### config.mk
export PLATFORM = sky130hd
export DESIGN_NAME = one_wire_serial_number_slave_unit
export DESIGN_NICKNAME = d
export VERILOG_FILES = /design/src/rtl/owsn_pkg.sv /design/src/rtl/owsn_core.sv /design/src/rtl/one_wire_serial_number_slave_unit.sv
export SDC_FILE = /design/constraint.sdc
export NUM_CORES = 1
export LEC_CHECK = 0
export BUFFER_PORTS_ARGS = -buffer_cell sky130_fd_sc_hd__buf_2
export CAP_MARGIN = 0
export CORE_MARGIN = 5
export CORE_UTILIZATION = 35
export CTS_CLUSTER_SIZE = 24
export DETAILED_ROUTE_END_ITERATION = 10
export GPL_TIMING_DRIVEN = 0
export PLACE_DENSITY = 0.64
export SLEW_MARGIN = 0
export SYNTH_ARGS = -nofsm -noshare
export SYNTH_HDL_FRONTEND = slang
export SYNTH_SLANG_ARGS = --single-unit
### constraint.sdc
create_clock -name clk -period 8.9 [get_ports clk]
set_clock_uncertainty 0.2 [all_clocks]
set_input_delay 0.445 -clock clk [delete_from_list [all_inputs] [get_ports clk]]
set_output_delay 0.445 -clock clk [all_outputs]
set_load 0.02 [all_outputs]
### src/rtl/owsn_pkg.sv
// Types and constants of the one-wire serial number slave.
package owsn_pkg;

  localparam int unsigned ROM_W      = 64;
  localparam int unsigned PIN_W      = 3;
  localparam int unsigned STAMP_W    = 32;
  localparam int unsigned POS_W      = 7;
  localparam int unsigned ADDR_W     = 4;
  localparam int unsigned DATA_W     = 64;

  localparam int unsigned RESET_LOW_US = 480;
  localparam int unsigned ONE_BIT_US   = 15;
  localparam logic [7:0]  READ_ROM_CMD = 8'h33;
  localparam logic [3:0]  CMD_BITS     = 4'd8;

  typedef enum logic [1:0] {
    OP_WRITE  = 2'd0,
    OP_DIR    = 2'd1,
    OP_SAMPLE = 2'd2
  } opcode_t;

  typedef enum logic {
    REG_ROM = 1'b0,
    REG_PIN = 1'b1
  } reg_sel_t;

  typedef enum logic [3:0] {
    MODE_IDLE     = 4'b0001,
    MODE_PRESENCE = 4'b0010,
    MODE_RECEIVE  = 4'b0100,
    MODE_READ_ROM = 4'b1000
  } mode_t;

  typedef struct packed {
    logic               fire;
    logic               is_dir;
    logic               port_bit;
    logic [STAMP_W-1:0] stamp;
  } pin_event_t;

endpackage

### src/rtl/owsn_core.sv
// Line tracking, command receive and ROM bit sequencing of the slave.
module owsn_core #(
  parameter int unsigned CYCLES_PER_US = 18,
  parameter int unsigned ROM_BITS      = 64
) (
  input  logic                           clk,
  input  logic                           rst,
  input  owsn_pkg::pin_event_t           ev,
  input  logic [owsn_pkg::ROM_W-1:0]     rom_contents,
  output logic                           slave_pulls_low
);

  localparam logic [owsn_pkg::STAMP_W-1:0] LONG_CYC =
    owsn_pkg::STAMP_W'((owsn_pkg::RESET_LOW_US + 1) * CYCLES_PER_US);
  localparam logic [owsn_pkg::STAMP_W-1:0] SHORT_CYC =
    owsn_pkg::STAMP_W'(owsn_pkg::ONE_BIT_US * CYCLES_PER_US);
  localparam logic [owsn_pkg::POS_W-1:0] POS_LAST = owsn_pkg::POS_W'(ROM_BITS + 1);
  localparam logic [owsn_pkg::POS_W-1:0] POS_TOP  = owsn_pkg::POS_W'(ROM_BITS);

  logic                           line_level_prev, line_level_prev_next;
  logic [owsn_pkg::STAMP_W-1:0]   last_edge_time, last_edge_time_next;
  owsn_pkg::mode_t                slave_mode, slave_mode_next;
  logic [7:0]                     receive_shift, receive_shift_next;
  logic [3:0]                     receive_count, receive_count_next;
  logic [owsn_pkg::POS_W-1:0]     send_position, send_position_next;
  logic                           host_drives, host_drives_next;
  logic                           host_level, host_level_next;

  always_comb begin
    logic                         level;
    logic [owsn_pkg::STAMP_W-1:0] base;
    logic [owsn_pkg::STAMP_W-1:0] diff;
    line_level_prev_next = line_level_prev;
    last_edge_time_next  = last_edge_time;
    slave_mode_next      = slave_mode;
    receive_shift_next   = receive_shift;
    receive_count_next   = receive_count;
    send_position_next   = send_position;
    host_drives_next     = host_drives;
    host_level_next      = host_level;
    level = 1'b0;
    base  = '0;
    diff  = '0;
    if (ev.fire) begin
      if (ev.is_dir) begin
        host_drives_next = ev.port_bit;
      end else begin
        host_level_next = ev.port_bit;
      end
      level = !host_drives_next || host_level_next;
      base  = (last_edge_time == '0) ? ev.stamp : last_edge_time;
      diff  = ev.stamp - base;
      last_edge_time_next = base;
      if (level != line_level_prev) begin
        if (level) begin
          if (diff >= LONG_CYC) begin
            slave_mode_next = owsn_pkg::MODE_PRESENCE;
          end else if (slave_mode == owsn_pkg::MODE_PRESENCE) begin
            slave_mode_next    = owsn_pkg::MODE_RECEIVE;
            receive_shift_next = '0;
            receive_count_next = '0;
          end
          if (slave_mode_next == owsn_pkg::MODE_RECEIVE) begin
            receive_shift_next = {diff < SHORT_CYC, receive_shift_next[7:1]};
            receive_count_next = receive_count_next + 4'd1;
            if (receive_count_next == owsn_pkg::CMD_BITS) begin
              if (receive_shift_next == owsn_pkg::READ_ROM_CMD) begin
                slave_mode_next    = owsn_pkg::MODE_READ_ROM;
                send_position_next = '0;
              end else begin
                slave_mode_next = owsn_pkg::MODE_PRESENCE;
              end
            end
          end else if (slave_mode_next == owsn_pkg::MODE_READ_ROM) begin
            if (send_position < POS_LAST) begin
              send_position_next = send_position + 1'b1;
            end
          end
        end
        last_edge_time_next = ev.stamp;
      end
      line_level_prev_next = level;
    end
  end

  always_comb begin
    logic [5:0] idx;
    idx = 6'(send_position_next - 1'b1);
    if (slave_mode_next == owsn_pkg::MODE_READ_ROM) begin
      slave_pulls_low = (send_position_next != '0) && (send_position_next <= POS_TOP) &&
                        !rom_contents[idx];
    end else begin
      slave_pulls_low = (slave_mode_next == owsn_pkg::MODE_PRESENCE);
    end
  end

  always_ff @(posedge clk) begin
    if (rst) begin
      line_level_prev <= 1'b0;
      last_edge_time  <= '0;
      slave_mode      <= owsn_pkg::MODE_IDLE;
      receive_shift   <= '0;
      receive_count   <= '0;
      send_position   <= '0;
      host_drives     <= 1'b0;
      host_level      <= 1'b0;
    end else begin
      line_level_prev <= line_level_prev_next;
      last_edge_time  <= last_edge_time_next;
      slave_mode      <= slave_mode_next;
      receive_shift   <= receive_shift_next;
      receive_count   <= receive_count_next;
      send_position   <= send_position_next;
      host_drives     <= host_drives_next;
      host_level      <= host_level_next;
    end
  end

endmodule

### src/rtl/one_wire_serial_number_slave_unit.sv
// Each transaction passes through the input register and then the result register.
// Throughput: one transaction per cycle while out_stall is low; owsn_core steps as each result loads.
// Input register and result register each move on when the stage ahead frees up.
// Reset (rst, synchronous): slave idle, line low, timers cleared, ROM code and
// pin index zero, both pipeline stages empty.
module one_wire_serial_number_slave_unit #(
  parameter int unsigned CYCLES_PER_US = 18,
  parameter int unsigned ROM_BITS      = 64
) (
  input  logic                            clk,
  input  logic                            rst,
  input  logic                            in_valid,
  output logic                            in_stall,
  input  logic [1:0]                      opcode,
  input  logic [7:0]                      port_byte,
  input  logic [owsn_pkg::STAMP_W-1:0]    time_stamp,
  output logic                            out_valid,
  input  logic                            out_stall,
  output logic [7:0]                      read_byte,
  output logic                            slave_pulls_low,
  input  logic                            psel,
  input  logic                            penable,
  input  logic                            pwrite,
  input  logic [owsn_pkg::ADDR_W-1:0]     paddr,
  input  logic [owsn_pkg::DATA_W-1:0]     pwdata,
  output logic [owsn_pkg::DATA_W-1:0]     prdata,
  output logic                            pready
);

  logic [owsn_pkg::ROM_W-1:0]   rom_contents;
  logic [owsn_pkg::PIN_W-1:0]   pin_index;
  logic                         s1_valid;
  logic [1:0]                   s1_opcode;
  logic [7:0]                   s1_port_byte;
  logic [owsn_pkg::STAMP_W-1:0] s1_time_stamp;
  logic                         in_accept;
  logic                         out_load;
  logic                         core_low;
  logic                         cfg_write;
  owsn_pkg::reg_sel_t           reg_sel;
  owsn_pkg::pin_event_t         ev;

  assign pready    = 1'b1;
  assign reg_sel   = owsn_pkg::reg_sel_t'(paddr[3]);
  assign cfg_write = psel && penable && pwrite && pready;

  always_comb begin
    case (reg_sel)
      owsn_pkg::REG_ROM: prdata = rom_contents;
      owsn_pkg::REG_PIN: prdata = owsn_pkg::DATA_W'(pin_index);
      default:           prdata = '0;
    endcase
  end

  always_ff @(posedge clk) begin
    if (rst) begin
      rom_contents <= '0;
      pin_index    <= '0;
    end else if (cfg_write) begin
      case (reg_sel)
        owsn_pkg::REG_ROM: rom_contents <= pwdata;
        owsn_pkg::REG_PIN: pin_index    <= pwdata[owsn_pkg::PIN_W-1:0];
        default:           rom_contents <= rom_contents;
      endcase
    end
  end

  assign out_load  = s1_valid && (!out_valid || !out_stall);
  assign in_stall  = s1_valid && !out_load;
  assign in_accept = in_valid && !in_stall;

  always_ff @(posedge clk) begin
    if (rst) begin
      s1_valid <= 1'b0;
    end else if (in_accept) begin
      s1_valid <= 1'b1;
    end else if (out_load) begin
      s1_valid <= 1'b0;
    end
  end

  always_ff @(posedge clk) begin
    if (in_accept) begin
      s1_opcode     <= opcode;
      s1_port_byte  <= port_byte;
      s1_time_stamp <= time_stamp;
    end
  end

  assign ev.fire     = out_load && ((s1_opcode == owsn_pkg::OP_WRITE) ||
                                    (s1_opcode == owsn_pkg::OP_DIR));
  assign ev.is_dir   = (s1_opcode == owsn_pkg::OP_DIR);
  assign ev.port_bit = s1_port_byte[pin_index];
  assign ev.stamp    = s1_time_stamp;

  owsn_core #(
    .CYCLES_PER_US (CYCLES_PER_US),
    .ROM_BITS      (ROM_BITS)
  ) u_core (
    .clk             (clk),
    .rst             (rst),
    .ev              (ev),
    .rom_contents    (rom_contents),
    .slave_pulls_low (core_low)
  );

  always_ff @(posedge clk) begin
    if (rst) begin
      out_valid <= 1'b0;
    end else if (out_load) begin
      out_valid <= 1'b1;
    end else if (!out_stall) begin
      out_valid <= 1'b0;
    end
  end

  always_ff @(posedge clk) begin
    if (out_load) begin
      slave_pulls_low <= core_low;
      read_byte       <= core_low ? 8'h00 : (8'h01 << pin_index);
    end
  end

endmodule

Yosys cells after proc, flatten, opt, wreduce, memory -nomap -nowiden:

Index checks and enable logic that the tools add are counted.
Widths: inputs -> output; s select.

* $add $sub $neg: 4
* magnitude comparators: 6
* equal/unequal tests: 10
* shift operators: 1
* muxes and demuxes: 47
* bitwise logic cells: 1
* reductions and logical operators: 24

Operator list (number)
* $pmux 64 s2: 1
* $mux 4: 17
* $mux 32: 2
* $mux 7: 8
* $mux 8: 6
* $ge 32x14->1 const B: 1
* $logic_not 32->1: 1
* $lt 32x9->1 const B: 1
* $sub 32x32->32: 1
* $eq 4x4->1 const B: 3
* $mux 1: 11
* $eq 4x2->1 const B: 2
* $eq 8x6->1 const B: 1
* $logic_and 1x1->1: 8
* $shl 1x3->8 const A: 1
* $add 7x1->7 const B: 1
* $le 7x7->1 const B: 1
* $lt 6x7->1 const B: 1
* $lt 7x7->1 const B: 1
* $reduce_bool 7->1: 1
* $bmux 1 s6: 1
* $logic_not 1->1: 6
* $sub 6x1->6 const B: 1
* $add 4x1->4 const B: 1
* other kinds (12): 15

* register bits after elaboration: 177
* input port bits: 117

Longest topological paths before layout:

* word-level depth: 23
* mapped depth: 41

Modules after synthesis:

From an unflattened synthesis, not the netlist that was laid out.

* cell total of the unflattened synthesis: 1278
* area total of the unflattened synthesis: 11299.6 µm²

Modules (own cells, without submodules)
* owsn_core: instances 1, cells each 837, area each 6132.1 µm², sequential area each 1141.1 µm²
* one_wire_serial_number_slave_unit: instances 1, cells each 441, area each 5167.5 µm², sequential area each 2912.8 µm²

Least setup slack after synthesis:

No wires, ideal clock.

* path kind: register -> register
* start point: reg u_core.last_edge_time[27] (netlist bit)
* end point: reg read_byte[6] (data pin)
* data arrival time: 8.360 ns
* data required time: 8.425 ns
* slack: 0.066 ns
* stages on the path, launching flop included: 40
* buffers on the path: 6
* clock period less this slack: 8.834 ns
* cell sequence: dfxtp_1 > nor4_1 > nand4_1 > nor2_1 > clkbuf_1 > buf_1 > a21oi_1 > ha_1 > o21a_1 > o21a_1 > a221oi_1 > a21boi_1 > o41ai_1 > mux2_2 > nor4b_1 > nand3_1 > nor3_1 > nor2b_1 > [... 4 more ...] > inv_1 > a41oi_1 > nor2_1 > nand4b_1 > nand2_1 > buf_6 > buf_6 > ha_1 > inv_1 > clkbuf_1 > mux4_2 > nor2b_1 > a211oi_1 > a211oi_1 > o21ai_1 > o311a_1 > buf_6 > nor4bb_2

* cells in the longest elaborated chain, start to end: 21
* elaborated cells on any way between the ends: 46
* classes of those cells: add/sub: 3; order compare: 3; eq/ne: 6; mux: 29; reduce/logical: 5

Ends and longest elaborated chain
* from (decl): RTL line owsn_core.sv:21 `logic [owsn_pkg::STAMP_W-1:0] last_edge_time, last_edge_time_next;`
* from (signal assigned): RTL line owsn_core.sv:109 `last_edge_time <= last_edge_time_next;`
* $logic_not 32->1: RTL line owsn_core.sv:51 `base = (last_edge_time == '0) ? ev.stamp : last_edge_time;`
* $mux 32 *: RTL line owsn_core.sv:51
* $sub 32x32->32 *: RTL line owsn_core.sv:52 `diff = ev.stamp - base;`
* $ge 32x14->1: RTL line owsn_core.sv:56 `if (diff >= LONG_CYC) begin`
* $mux 4 or $mux 8 (tied branches): RTL line owsn_core.sv:56
* $mux 4 or $mux 8 (tied branches): RTL line owsn_core.sv:55 `if (level) begin`
* $mux 4 or $mux 8 (tied branches): RTL line owsn_core.sv:54 `if (level != line_level_prev) begin`
* $mux 4 or $mux 8 (tied branches): RTL line owsn_core.sv:44 `if (ev.fire) begin`
* [... 6 more ...]
* $mux 7: RTL line owsn_core.sv:44
* $sub 6x1->6: RTL line owsn_core.sv:88 `idx = 6'(send_position_next - 1'b1);`
* $bmux 1 s6: RTL line owsn_core.sv:91 `!rom_contents[idx];`
* $mux 1 (implied by the code): RTL line owsn_core.sv:91
* $logic_not 1->1: RTL line owsn_core.sv:91
* $logic_and 1x1->1: RTL line owsn_core.sv:90 `slave_pulls_low = (send_position_next != '0) && (send_position_next <= POS_TOP) &&`
* $mux 1 *: RTL line owsn_core.sv:89 `if (slave_mode_next == owsn_pkg::MODE_READ_ROM) begin`
* via core_low: RTL line one_wire_serial_number_slave_unit.sv:38 `logic core_low;`
* to (signal assigned): RTL line one_wire_serial_number_slave_unit.sv:120 `read_byte <= core_low ? 8'h00 : (8'h01 << pin_index);`
* to (decl): RTL line one_wire_serial_number_slave_unit.sv:19 `output logic [7:0] read_byte,`

The timed path passes the listed nets; every way through them passes the cells marked *. The select of a mux whose other input is x is not followed.
A chain may end at the register's enable or synchronous reset.

Final worst setup path:

* start point: reg u_core.last_edge_time[30] (netlist bit)
* end point: reg read_byte[5] (data pin)

* cells in the longest elaborated chain, start to end: 21
* elaborated cells on any way between the ends: 46
* classes of those cells: add/sub: 3; order compare: 3; eq/ne: 6; mux: 29; reduce/logical: 5

Ends and longest elaborated chain (RTL line)
* $logic_not 32->1: owsn_core.sv:51
* $mux 32 *: owsn_core.sv:51
* $sub 32x32->32 *: owsn_core.sv:52
* $ge 32x14->1: owsn_core.sv:56
* $mux 4 or $mux 8 (tied branches): owsn_core.sv:56
* $mux 4 or $mux 8 (tied branches): owsn_core.sv:55
* $mux 4 or $mux 8 (tied branches): owsn_core.sv:54
* $mux 4 or $mux 8 (tied branches): owsn_core.sv:44
* [... 5 more ...]
* $mux 7: owsn_core.sv:54
* $mux 7: owsn_core.sv:44
* $sub 6x1->6: owsn_core.sv:88
* $bmux 1 s6: owsn_core.sv:91
* $mux 1 (implied by the code): owsn_core.sv:91
* $logic_not 1->1: owsn_core.sv:91
* $logic_and 1x1->1: owsn_core.sv:90
* $mux 1 *: owsn_core.sv:89

Every way passes the cells marked *; elsewhere a longest branch is shown, timed or not. The select of a mux whose other input is x is not followed.

==> flow_summary.toml <==
[status]
outcome = "completed"

[worst_hold_path]
min_from = "in_valid"
hold_end = "s1_valid"
hold_path_class = "input pin to flop"
hold_path_depth = 3

[yosys]
synth_xor_area_share_pct = 1.98
ys_types = 86
synth-adder-area-share_pct = 4.08
synth_compound_area_share_pct = 20.4
ys.flop_type = "dfxtp_1"
netlist_area_um2 = 10600
synth-seq-cells = 177
synth_top_family_by_area = "simple AND/OR/NAND/NOR gates"
synthSimpleGateAreaFrac_pct = 25.3
postSynth.asyncResetShare_pct = 0
synth_edf_count = 51
synthCells = 1255
yosysWarnings = 0
seq_area_frac_synth_pct = 38.2
synth_area_per_cell_um2 = 8.45
syn_nets = 1406
synthMuxAreaShare_pct = 6.51

[place]
dpl_worst_slack_ns = -3.61
io_buffers = 187
post-dp-hpwl_um = 26300
place.gp.congestion = 0.936

[final_layout]
drive_above_1_share_pct = 25.0
area_delta_synth_final_pct = 31.3
antennaDiodeCount = 0
final_common_cell = "nand2_1"
fin_nets = 1680
final_cell_mix = "195 x nand2_1, 188 x buf_2, 143 x a21oi_1"

[power]
p_comb_share_pct = 34.0
seqPwrFrac_pct = 35.7
ir_drop_v = 0.000148
netSwitchingFraction_pct = 35.6
power_density_nw_per_um2 = 177
p_leak_nw = 5.29
power.net_switching_mw = 0.877
p_clk_share_pct = 30.3
p_int_mw = 1.58

[sta]
slew_headroom_pct = 34.0
final.period_utilization_pct = 96.9
setup_viol = 0
tightest_slew_ns = 0.986
finalCriticalPeriod_ns = 8.62
finalSetupTns_ns = 0
hold_viol = 0
fmax_ghz = 0.116
worst_slack_ns = 0.275
slew_viol_final = 0

[setup_path]
critPathRequiredTime_ns = 8.88
r2r_cells = 40
reg2reg_setup_slack_ns = 0.28
cp_top_family = "simple AND/OR/NAND/NOR gates"
critPathKind = "flop to flop"
cp.arrival_ns = 8.61
r2r-start = "u_core.last_edge_time[30]"
r2r_end = "read_byte[5]"
crit_top_cell = "buf_12"
worstPathMaxFanout = 10
critPathSlowestCell = "a221o_2"
path_buf_inv = 9
critPathLaunchType = "flop"
cpPeakStageDelay_ns = 0.46
crit_path_end_kind = "flop"

[global_route]
grt_pass1_vias = 10408
grt_max_degree = 33
antenna_found_initial = 1
track_usage_pct = 20.4
grt_pass1_wl_um = 55400
grt_overflow = 0

[clocking]
cts_buffers = 17
cts_root_buf = "clkbuf_16"
numClockSinks = 177
clkLatencyLatePin_ns = 0.45
clk_pin_slew_ns = 0.08
clockBufferDepth = 2
cts_tree = "done"
htree_levels = 4

[routing]
drc = 0
drtPass1Iterations = 5
viasPerCell = 5.46
route.detailed.wl_per_inst_um = 18.3
drt-total-wl_um = 35300
routed-via-count = 10547
ant_nets = 0
drt_iter0_markers = 648

[floorplan]
core-area_um2 = 29800
die_w_um = 184
start_util_pct = 35.6
rows = 63
fp.dieH_um = 184
die-area_um2 = 33900
ios = 193

[job]
max_cap_viol_count = 0
-- through the flow --
step / total power, mW / instances / utilization, % / hold slack (ns) / instance area, um^2
4_1_cts: 2.40 / 1917 / 45.5 / 0.00288 / 13600
2_1_floorplan: 1.34 / 1255 / - / 0.232 / 10600
3_5_place_dp: 1.54 / 1834 / 40.5 / 0.258 / 12100
6_report: 2.46 / 1932 / 46.7 / 0.0218 / 13900
5_1_grt: 2.58 / 1932 / 46.7 / 0.0119 / 13900
3_3_place_gp: 1.54 / 1832 / 40.4 / 0.241 / 12000
-- tightest hold or removal path: stages --
cell and delay, ns:
buf_2 0.09, nor2_1 0.04, nor2_1 0.06
-- worst max path at each step --
stage	from	endpoint	slack, ns	depth (start not counted)
after floorplan	u_core.last_edge_time[27]	read_byte[6]	0.07	39
after global placement	u_core.last_edge_time[27]	read_byte[3]	-3.76	39
after detailed placement	u_core.last_edge_time[27]	read_byte[3]	-3.61	39
after CTS	u_core.last_edge_time[30]	read_byte[3]	0.04	40
after global routing	u_core.last_edge_time[3]	read_byte[3]	-0.06	39
final	u_core.last_edge_time[30]	read_byte[5]	0.28	40
-- logic make-up after synthesis --
| family | Yosys count |
|---|---|
| AND/OR/NAND/NOR | 537 |
| AO/OA/AOI/OAI | 342 |
| flip-flops | 177 |
| other | 1 |
| adder cells (fa/ha/maj) | 34 |
| buffers and inverters | 91 |
| XOR/XNOR | 24 |
| multiplexers | 49 |
-- layer usage --
layer,vias to the layer above,routed length (um),GRT usage (%)
met2,314,17000,34.3
met1,5029,15300,25.9
met4,2,835,6.74
li1,5150,-,-
met3,52,2090,4.89
met5,-,7,0
-- registers in the layout, summed over array words and instances, names as in the netlist, 2 cells and up --
signal	cells
pin_index	3
u_core.send_position	7
s1_opcode	2
s1_time_stamp	32
u_core.receive_shift	7
u_core.receive_count	4
u_core.slave_mode	4
u_core.last_edge_time	32
read_byte	8
rom_contents	64
s1_port_byte	8
-- area by class of cell --
cell class,instances,area (um^2)
fillers,2966,15900
flip-flops and latches,177,4060
clock inverters,10,87.6
repair buffers,264,1650
inverters,18,70.1
plain buffers,64,338
well taps,390,488
multi-input cells,987,6760
clock buffers,22,488
-- power by group through the flow --
stage	clock, mW	combinational [mW]	sequential, mW
finish	0.746	0.837	0.878
global route	0.794	0.902	0.881
CTS	0.758	0.765	0.877
detailed placement	0	0.645	0.894
global placement	0	0.645	0.895
floorplan	0	0.454	0.891
-- cell usage after synthesis, types with 24 or more instances --
library cell / n / area, um^2
a22oi_1: 29 / 218
ha_1: 33 / 413
mux2i_1: 24 / 240
clkbuf_1: 66 / 248
nand3_1: 36 / 180
a21oi_1: 154 / 771
nor2b_1: 74 / 463
edfxtp_1: 51 / 1530
o21ai_0: 37 / 185
dfxtp_1: 126 / 2520
nor2_1: 102 / 383
nand2_1: 197 / 739
-- repair_timing --
action,4_1_cts,5_1_grt
resized for setup,89,53
endpoints found under the setup margin,17,9
endpoints found under the hold margin,42,0
hold buffers,42,0
pin swaps,17,22
buffers inserted,14,18
cloned,0,1
No activity file was read; power rests on OpenSTA's default activity.
